$ cat src/design/vref_isqrt.sv
// Pipelined integer square root, one result bit per register stage.
module vref_isqrt #(
	parameter int W = 16
) (
	input  logic           clk,
	input  logic           adv,
	input  logic [2*W-1:0] rad,
	output logic [W-1:0]   root
);

	localparam int RW = 2 * W;

	logic [RW-1:0] rem_s [W];
	logic [RW-1:0] acc_s [W];

	generate
		for (genvar i = 0; i < W; i++) begin : g_step
			localparam logic [RW-1:0] STEP = RW'(1) << (2 * (W - 1 - i));
			logic [RW-1:0] rem_in;
			logic [RW-1:0] acc_in;
			logic [RW-1:0] rem_nx;
			logic [RW-1:0] acc_nx;
			logic [RW:0]   trial;

			if (i == 0) begin : g_first
				assign rem_in = rad;
				assign acc_in = '0;
			end else begin : g_next
				assign rem_in = rem_s[i-1];
				assign acc_in = acc_s[i-1];
			end

			// try the next root bit, keep it if the remainder allows
			always_comb begin
				trial = {1'b0, acc_in} + {1'b0, STEP};
				if ({1'b0, rem_in} >= trial) begin
					rem_nx = rem_in - trial[RW-1:0];
					acc_nx = (acc_in >> 1) + STEP;
				end else begin
					rem_nx = rem_in;
					acc_nx = acc_in >> 1;
				end
			end

			// advance the stage
			always_ff @(posedge clk) begin
				if (adv) begin
					rem_s[i] <= rem_nx;
					acc_s[i] <= acc_nx;
				end
			end
		end
	endgenerate

	assign root = acc_s[W-1][W-1:0];

endmodule

$ cat config.mk
export PLATFORM = sky130hd
export DESIGN_NAME = vref_isqrt
export DESIGN_NICKNAME = d
export VERILOG_FILES = /design/src/design/vref_isqrt.sv
export SDC_FILE = /design/constraint.sdc
export NUM_CORES = 1
export LEC_CHECK = 0
export BUFFER_PORTS_ARGS = -buffer_cell sky130_fd_sc_hd__buf_2
export CAP_MARGIN = 20
export CORE_UTILIZATION = 55
export CTS_BUF_LIST = sky130_fd_sc_hd__clkbuf_4 sky130_fd_sc_hd__clkbuf_8
export DETAILED_ROUTE_END_ITERATION = 10
export PLACE_DENSITY = 0.71
export SLEW_MARGIN = 0
export SYNTH_ARGS = -nofsm -noshare
export SYNTH_HDL_FRONTEND = slang
export SYNTH_SLANG_ARGS = --single-unit
export TNS_END_PERCENT = 10
$ cat constraint.sdc
create_clock -name clk -period 4.3 [get_ports clk]
set_input_delay 0.43 -clock clk [delete_from_list [all_inputs] [get_ports clk]]
set_output_delay 0.43 -clock clk [all_outputs]
set_load 0.02 [all_outputs]
==> results of run 1 <==
-- cell type report --
| cell class | instances | area [µm²] | share of cell area (%) |
|---|---|---|---|
| diodes | 1 | 2.50 | 0.00762 |
| clock inverters | 50 | 408 | 1.24 |
| flip-flops and latches | 616 | 18500 | 56.3 |
| well taps | 688 | 861 | 2.62 |
| multi-input cells | 1438 | 10000 | 30.6 |
| inverters | 181 | 679 | 2.07 |
| clock buffers | 136 | 1640 | 4.99 |
| repair buffers | 93 | 728 | 2.22 |
-- through the flow --
stage / cells / total power, mW / utilization (%)
final: 3203 / 15.8 / 62.3
after global routing: 3203 / 16.6 / 62.3
after global placement: 2984 / 10.7 / 57.8
after detailed placement: 2985 / 10.8 / 57.8
after CTS: 3201 / 16.0 / 62.2
after floorplan: 2284 / 9.90 / -
-- metal layers --
metal,up-vias,track usage [%],wire (µm)
li1,8892,-,-
met1,8799,25.7,24100
met2,457,41.9,32300
met3,116,3.48,2450
met4,0,9.07,1650
met5,-,0,0
-- cell usage in the layout (no fill, tap or decap), drive strengths merged, types with 33 or more instances in the layout --
cell and n:
o21a 34, o21ai 108, nor3 77, edfxtp 616
ha 150, xnor2 90, inv 187, nor4 73
a21oi 113, nand2 147, a21o 33, clkinv 37
nor2 132, buf 63, nand3 34, xor2 94
clkbuf 136
-- registers in the layout, indices dropped and copies added (netlist names) --
signal	cells
acc_s	136
rem_s	480
-- kinds of logic (layout without fill, tap and decap cells) --
| logic type | Yosys count | after routing | share of synthesized area [%] |
|---|---|---|---|
| buffers and inverters | 230 | 460 | 3.29 |
| other | 0 | 1 | 0 |
| adders and majority gates | 150 | 150 | 6.36 |
| xor gates and xnor gates | 184 | 184 | 5.46 |
| DFF | 616 | 616 | 62.7 |
| and+or+nand+nor | 676 | 676 | 12.4 |
| AOI/OAI and AO/OA | 404 | 404 | 8.93 |
| muxes | 24 | 24 | 0.891 |
-- how the worst max path moves through the flow --
stage,start,slack [ns],to
final,rem_s[1][146]$_DFFE_PP_,0.55,rem_s[1][188]$_DFFE_PP_
after global routing,rem_s[1][146]$_DFFE_PP_,0.30,rem_s[1][188]$_DFFE_PP_
after CTS,rem_s[1][146]$_DFFE_PP_,0.54,rem_s[1][188]$_DFFE_PP_
after detailed placement,rem_s[1][146]$_DFFE_PP_,0.57,rem_s[1][188]$_DFFE_PP_
after global placement,rem_s[1][146]$_DFFE_PP_,0.66,rem_s[1][188]$_DFFE_PP_
after floorplan,rem_s[1][146]$_DFFE_PP_,1.56,rem_s[1][178]$_DFFE_PP_
-- report_power, final --
part / switching [mW] / total (mW) / leakage [nW] / internal, mW
sequential: 0.575 / 8.11 / 5.90 / 7.53
clock: 2.33 / 5.14 / 1.07 / 2.81
combinational: 1.46 / 2.59 / 5.50 / 1.13
total: 4.36 / 15.8 / 12.5 / 11.5
-- critical path: stages (launching register included) --
cell,delay [ns]
edfxtp_1,0.39
ha_1,0.42
a2111oi_4,0.44
nand4_1,0.18
or4_1,0.43
a21o_1,0.18
nor2_2,0.56
inv_2,0.43
and4_1,0.30
xor2_1,0.13
-- what timing repair did --
item	4_1_cts	5_1_grt
hold buffers	30	0
endpoints found under the hold margin	30	0
buffers inserted	0	0
==> key figures, run 1 <==
GRT
  • Pin count of the biggest net entering global routing: 132
  • Congestion Overflow GR: 0
  • Initial antenna violation count: 1
  • Vias in the first global route: around 18000
  • GRT Util Overall: 22.6%
  • First-pass GRT wire length: 95.4 mm

Critical path
  • CP max FO: 30
  • CP Capture Type: register
  • Worst reg2reg endpoint: rem_s[1][188]$_DFFE_PP_
  • CP arrival: roughly 4.2 ns
  • CP Launch Type: register
  • Depth of the most critical reg-to-reg path: 9
  • Crit Path Category: register to register
  • FF-to-FF Start: rem_s[1][146]$_DFFE_PP_
  • Worst EP required: ~4.8 ns
  • R2R Setup Slk: ~0.55 ns

Synthesis
  • Synth Instances: 2284
  • Synth warn: 0
  • Library cells used by synthesis: 89
  • Mapped cell area: 29500 µm²
  • Top post-synthesis cells by area: edfxtp_1 (63%), ha_1 (6.4%), xor2_1 (2.8%), xnor2_1 (2.7%), inv_1 (2.3%)
  • Top cell type by total area after synthesis: edfxtp_1
  • Ys async rst share: 0%
  • Yosys top cell area share: between 60% and 70%
  • FF+latch count, synth: between 600 and 700
  • Syn avg cell area: roughly 13 µm²
  • Post-synth EDFFs: around 620
  • Sequential area share after synthesis: 62.7%
  • Synth Flop Type: edfxtp_1
  • Most common cell in the synthesized netlist: edfxtp_1
  • Post-Syn Nets: 2468
  • Commonest cells in the synthesized netlist: edfxtp_1 (616), inv_1 (180), ha_1 (150)

STA
  • Final Max Tran Viols: 0
  • WHS: between 0.08 and 0.09 ns
  • Setup tns final: 0 ns
  • RSZ-0062 raised after global routing: false
  • Clk_skew: 0.0664 ns
  • Max-slew headroom: 41.5%
  • Final hold violation count: 0
  • Setup ws final: ~0.55 ns
  • Period utilisation layout: 87.2%
  • Final setup vio count: 0
  • Period minus WS final: 3.75 ns
  • Maximum clock rate: around 270 MHz
  • Worst-Margin Slew: just under 0.9 ns

Drt
  • Number of vias per cell: roughly 5.7
  • DR pass1 iterations: 8
  • # DRC: 10
  • WL/cell: 18.9 µm
  • Detailed Route WL: ~60 mm
  • DR iter-0 viols: about 1200
  • DR vias: about 18000
  • Post-route ant nets: 0

CTS
  • Post-CTS sizing: 0
  • CTS tree: yes
  • Clock Latency Late Sink: around 0.7 ns
  • Clk buf depth: 3
  • # H-tree levels: 3
  • Clock transition at path regs: approximately 0.06 ns
  • TritonCTS sink count: between 600 and 700
  • Cts bufs inserted: approximately 100
  • CTS root buffer: clkbuf_8

Worst hold path
  • Hold depth: 3
  • Worst hold path type: input pin to register
  • HP Start: rad[31]
  • Worst min-delay path endpoint: rem_s[0][31]$_DFFE_PP_

Outcome
  • Outcome: finished with violations
  • Failing checks: DRC

Finish
  • Final #Nets: between 2000 and 3000
  • Layout cells sized above 1: between 10 and 15%
  • Post-Layout Inst Area: 32900 µm²
  • # fillers: 4044
  • Area Overhead vs Synth: 11.4%

Place
  • Post-DP Area: just over 30000 µm²
  • Port bufs: between 40 and 50
  • HPWL after detailed placement: 43.2 mm
  • GP Congestion: roughly 0.9
  • Worst slack, placed: approximately 0.57 ns

Die
  • Die width: 234 µm
  • Boundary pin count: 50
  • Core Footprint: around 53000 µm²
  • Initial core utilization: 55.9%
  • Die height: approximately 230 µm
  • Rows: 84
  • Die ar.: about 55000 µm²

Pwr
  • Leakage power figure: about 12 nW
  • Cell Pwr Density: 482 nW/µm²
  • Peak VDD IR: between 0.3 and 0.4 mV

Job
  • MaxCap Viol Count: 0
(Power assumes the default switching activity.)
==> inputs of run 2 (changes only) <==
--- a/config.mk
+++ b/config.mk
@@ -7,10 +7,13 @@
 export LEC_CHECK = 0
 export BUFFER_PORTS_ARGS = -buffer_cell sky130_fd_sc_hd__buf_2
 export CAP_MARGIN = 20
+export CORE_MARGIN = 5
 export CORE_UTILIZATION = 55
 export CTS_BUF_LIST = sky130_fd_sc_hd__clkbuf_4 sky130_fd_sc_hd__clkbuf_8
 export DETAILED_ROUTE_END_ITERATION = 10
+export GPL_TIMING_DRIVEN = 0
 export PLACE_DENSITY = 0.71
+export REMOVE_ABC_BUFFERS = 1
 export SLEW_MARGIN = 0
 export SYNTH_ARGS = -nofsm -noshare
 export SYNTH_HDL_FRONTEND = slang
==> run 2 against run 1 <==
  * The run now ends clean
  * Non-clock buffer count shrank 4
  * Combinational power is essentially flat
  * Worst hold slack is essentially flat
  * Global-route usage shrank 3.9 points
  * Register-to-register slack lost 0.12 ns
  * Setup slack lost 0.12 ns
  * Clock-buffer cell count shrank 3
  * First-iteration DRC count shrank 0.81%
  * Final area shrank 0.28%
  * Largest power group unchanged
==> key figures, run 2 (synthesized netlist as in run 1, its figures left out) <==
Outcome
  • Outcome: complete, no violations

GRT
  • First-pass GRT wire length: 89.9 mm
  • Initial antenna violation count: 0
  • Pin count of the biggest net entering global routing: around 140
  • Congestion Overflow GR: 0
  • Vias in the first global route: about 19000
  • GRT Util Overall: 18.7%

Drt
  • DR pass1 iterations: 5
  • DR vias: approximately 18000
  • # DRC: 0
  • Number of vias per cell: roughly 5.7
  • Post-route ant nets: 0
  • WL/cell: between 15 and 20 µm
  • DR iter-0 viols: roughly 1200
  • Detailed Route WL: between 50 and 60 mm

Die
  • Die ar.: 58400 µm²
  • Die width: 242 µm
  • Initial core utilization: a little under three fifths
  • Die height: about 240 µm
  • Core Footprint: roughly 53000 µm²
  • Boundary pin count: 50
  • Rows: 84

Finish
  • Biggest regs: rem_s x480, acc_s x136
  • Area Overhead vs Synth: 11.1%
  • N_diodes: 0
  • Largest register FFs: between 400 and 500
  • Commonest non-fill, non-tap cells in the layout: edfxtp_1 (616), inv_1 (180), ha_1 (150)
  • Most common cell after layout, fill and taps aside: edfxtp_1
  • Fin util: between 60% and 70%
  • Final #Nets: about 2600
  • Layout cells sized above 1: between 10% and 20%
  • Reg with most FFs: rem_s

CTS
  • Post-CTS sizing: 0
  • TritonCTS sink count: 616
  • Clock Latency Late Sink: 0.69 ns
  • Clock transition at path regs: approximately 0.060 ns
  • CTS root buffer: clkbuf_8
  • Cts bufs inserted: just under 100
  • Clk buf depth: 3
  • # H-tree levels: 3
  • CTS tree: yes

Place
  • Port bufs: between 40 and 50
  • HPWL after detailed placement: between 30 and 40 mm
  • GP Congestion: between 0.8 and 0.9
  • Worst slack, placed: between 0.3 and 0.4 ns

STA
  • Maximum clock rate: 258 MHz
  • RSZ-0062 raised after global routing: false
  • Final hold violation count: 0
  • Period minus WS final: 3.87 ns
  • Setup ws final: 0.428 ns
  • Clk_skew: 0.0336 ns
  • Period utilisation layout: between 90% and 100%
  • Worst-Margin Slew: approximately 1.1 ns
  • Final Max Tran Viols: 0
  • Max-slew headroom: 27.4%
  • Final setup vio count: 0
  • WHS: roughly 0.087 ns

Critical path
  • CP max-delay cell: nor2_2
  • CP arrival: about 4.3 ns
  • Delay-heaviest family, CP: simple AND/OR/NAND/NOR gates
  • Worst EP required: roughly 4.7 ns
  • Crit-path cells: ha_1 -> a2111oi_4 -> nand4_1 -> or4_1 -> a21o_1 -> nor2_2 -> inv_2 -> and4_1 -> xor2_1
  • Buf/Inv on CP: 1
  • CP max FO: 30
  • CP Capture Type: register
  • Crit Path Category: register to register
  • CP Launch Type: register
  • Worst path max stage delay: roughly 0.6 ns

Pwr
  • Cell Pwr Density: 474 nW/µm²
  • Tot Pwr: 15.5 mW
  • Peak VDD IR: about 0.34 mV
  • Leakage power figure: roughly 12 nW

Job
  • MaxCap Viol Count: 0

Worst hold path
  • Worst hold path type: input pin to register
==> run 2: through the flow <==
step,TNS [ns],instance area (µm²),cells
2_1_floorplan,0,29200,2235
5_1_grt,0,32800,3185
6_report,0,32800,3185
3_3_place_gp,-3724.27,30300,2972
3_5_place_dp,0,30500,2981
4_1_cts,0,32800,3184
==> run 2: worst min-delay path: cells and delay by family <==
family | cells | cell delay (ns)
compound gates | 1 | 0.10
buf+inv | 1 | 0.09
simple gates | 1 | 0.04
==> run 2: layout make-up <==
cell class              count  area, µm²
clock buffers             133       1620
clock inverters            40        303
fillers                  3955      20100
inverters                 181        679
multi-input cells        1438      10000
flip-flops and latches    616      18500
well taps                 688        861
repair buffers             89        759
==> run 2: path summary, 6_finish.rpt <==
kind | start | endpoint | slack [ns] | cells past startpoint
worst max-delay path | rem_s[1][146]$_DFFE_PP_ | rem_s[1][188]$_DFFE_PP_ | 0.43 | 9
worst min-delay path | rad[31] | rem_s[0][31]$_DFFE_PP_ | 0.09 | 3
worst max register to register | rem_s[1][146]$_DFFE_PP_ | rem_s[1][188]$_DFFE_PP_ | 0.43 | 9
worst min register to register | acc_s[1][115]$_DFFE_PP_ | acc_s[1][146]$_DFFE_PP_ | 0.43 | 0
==> run 2: routing by layer <==
metal	track usage, %	up-vias	wire, µm
met2	38.1	453	31700
li1	-	8847	-
met3	3.52	188	2120
met1	17.2	8660	18600
met5	0	-	0
met4	9.80	0	2830
==> run 2: where the power goes <==
part | total (mW) | internal, mW | switching (mW)
registers | 8.03 | 7.53 | 0.503
clock network | 4.91 | 2.65 | 2.26
logic | 2.58 | 1.14 | 1.45
==> run 2: what timing repair did <==
action                                 in CTS  in global routing
endpoints found under the hold margin      30                  0
hold buffers                               30                  0
setup endpoints to repair                   0                  0
setup buffers                               0                  0
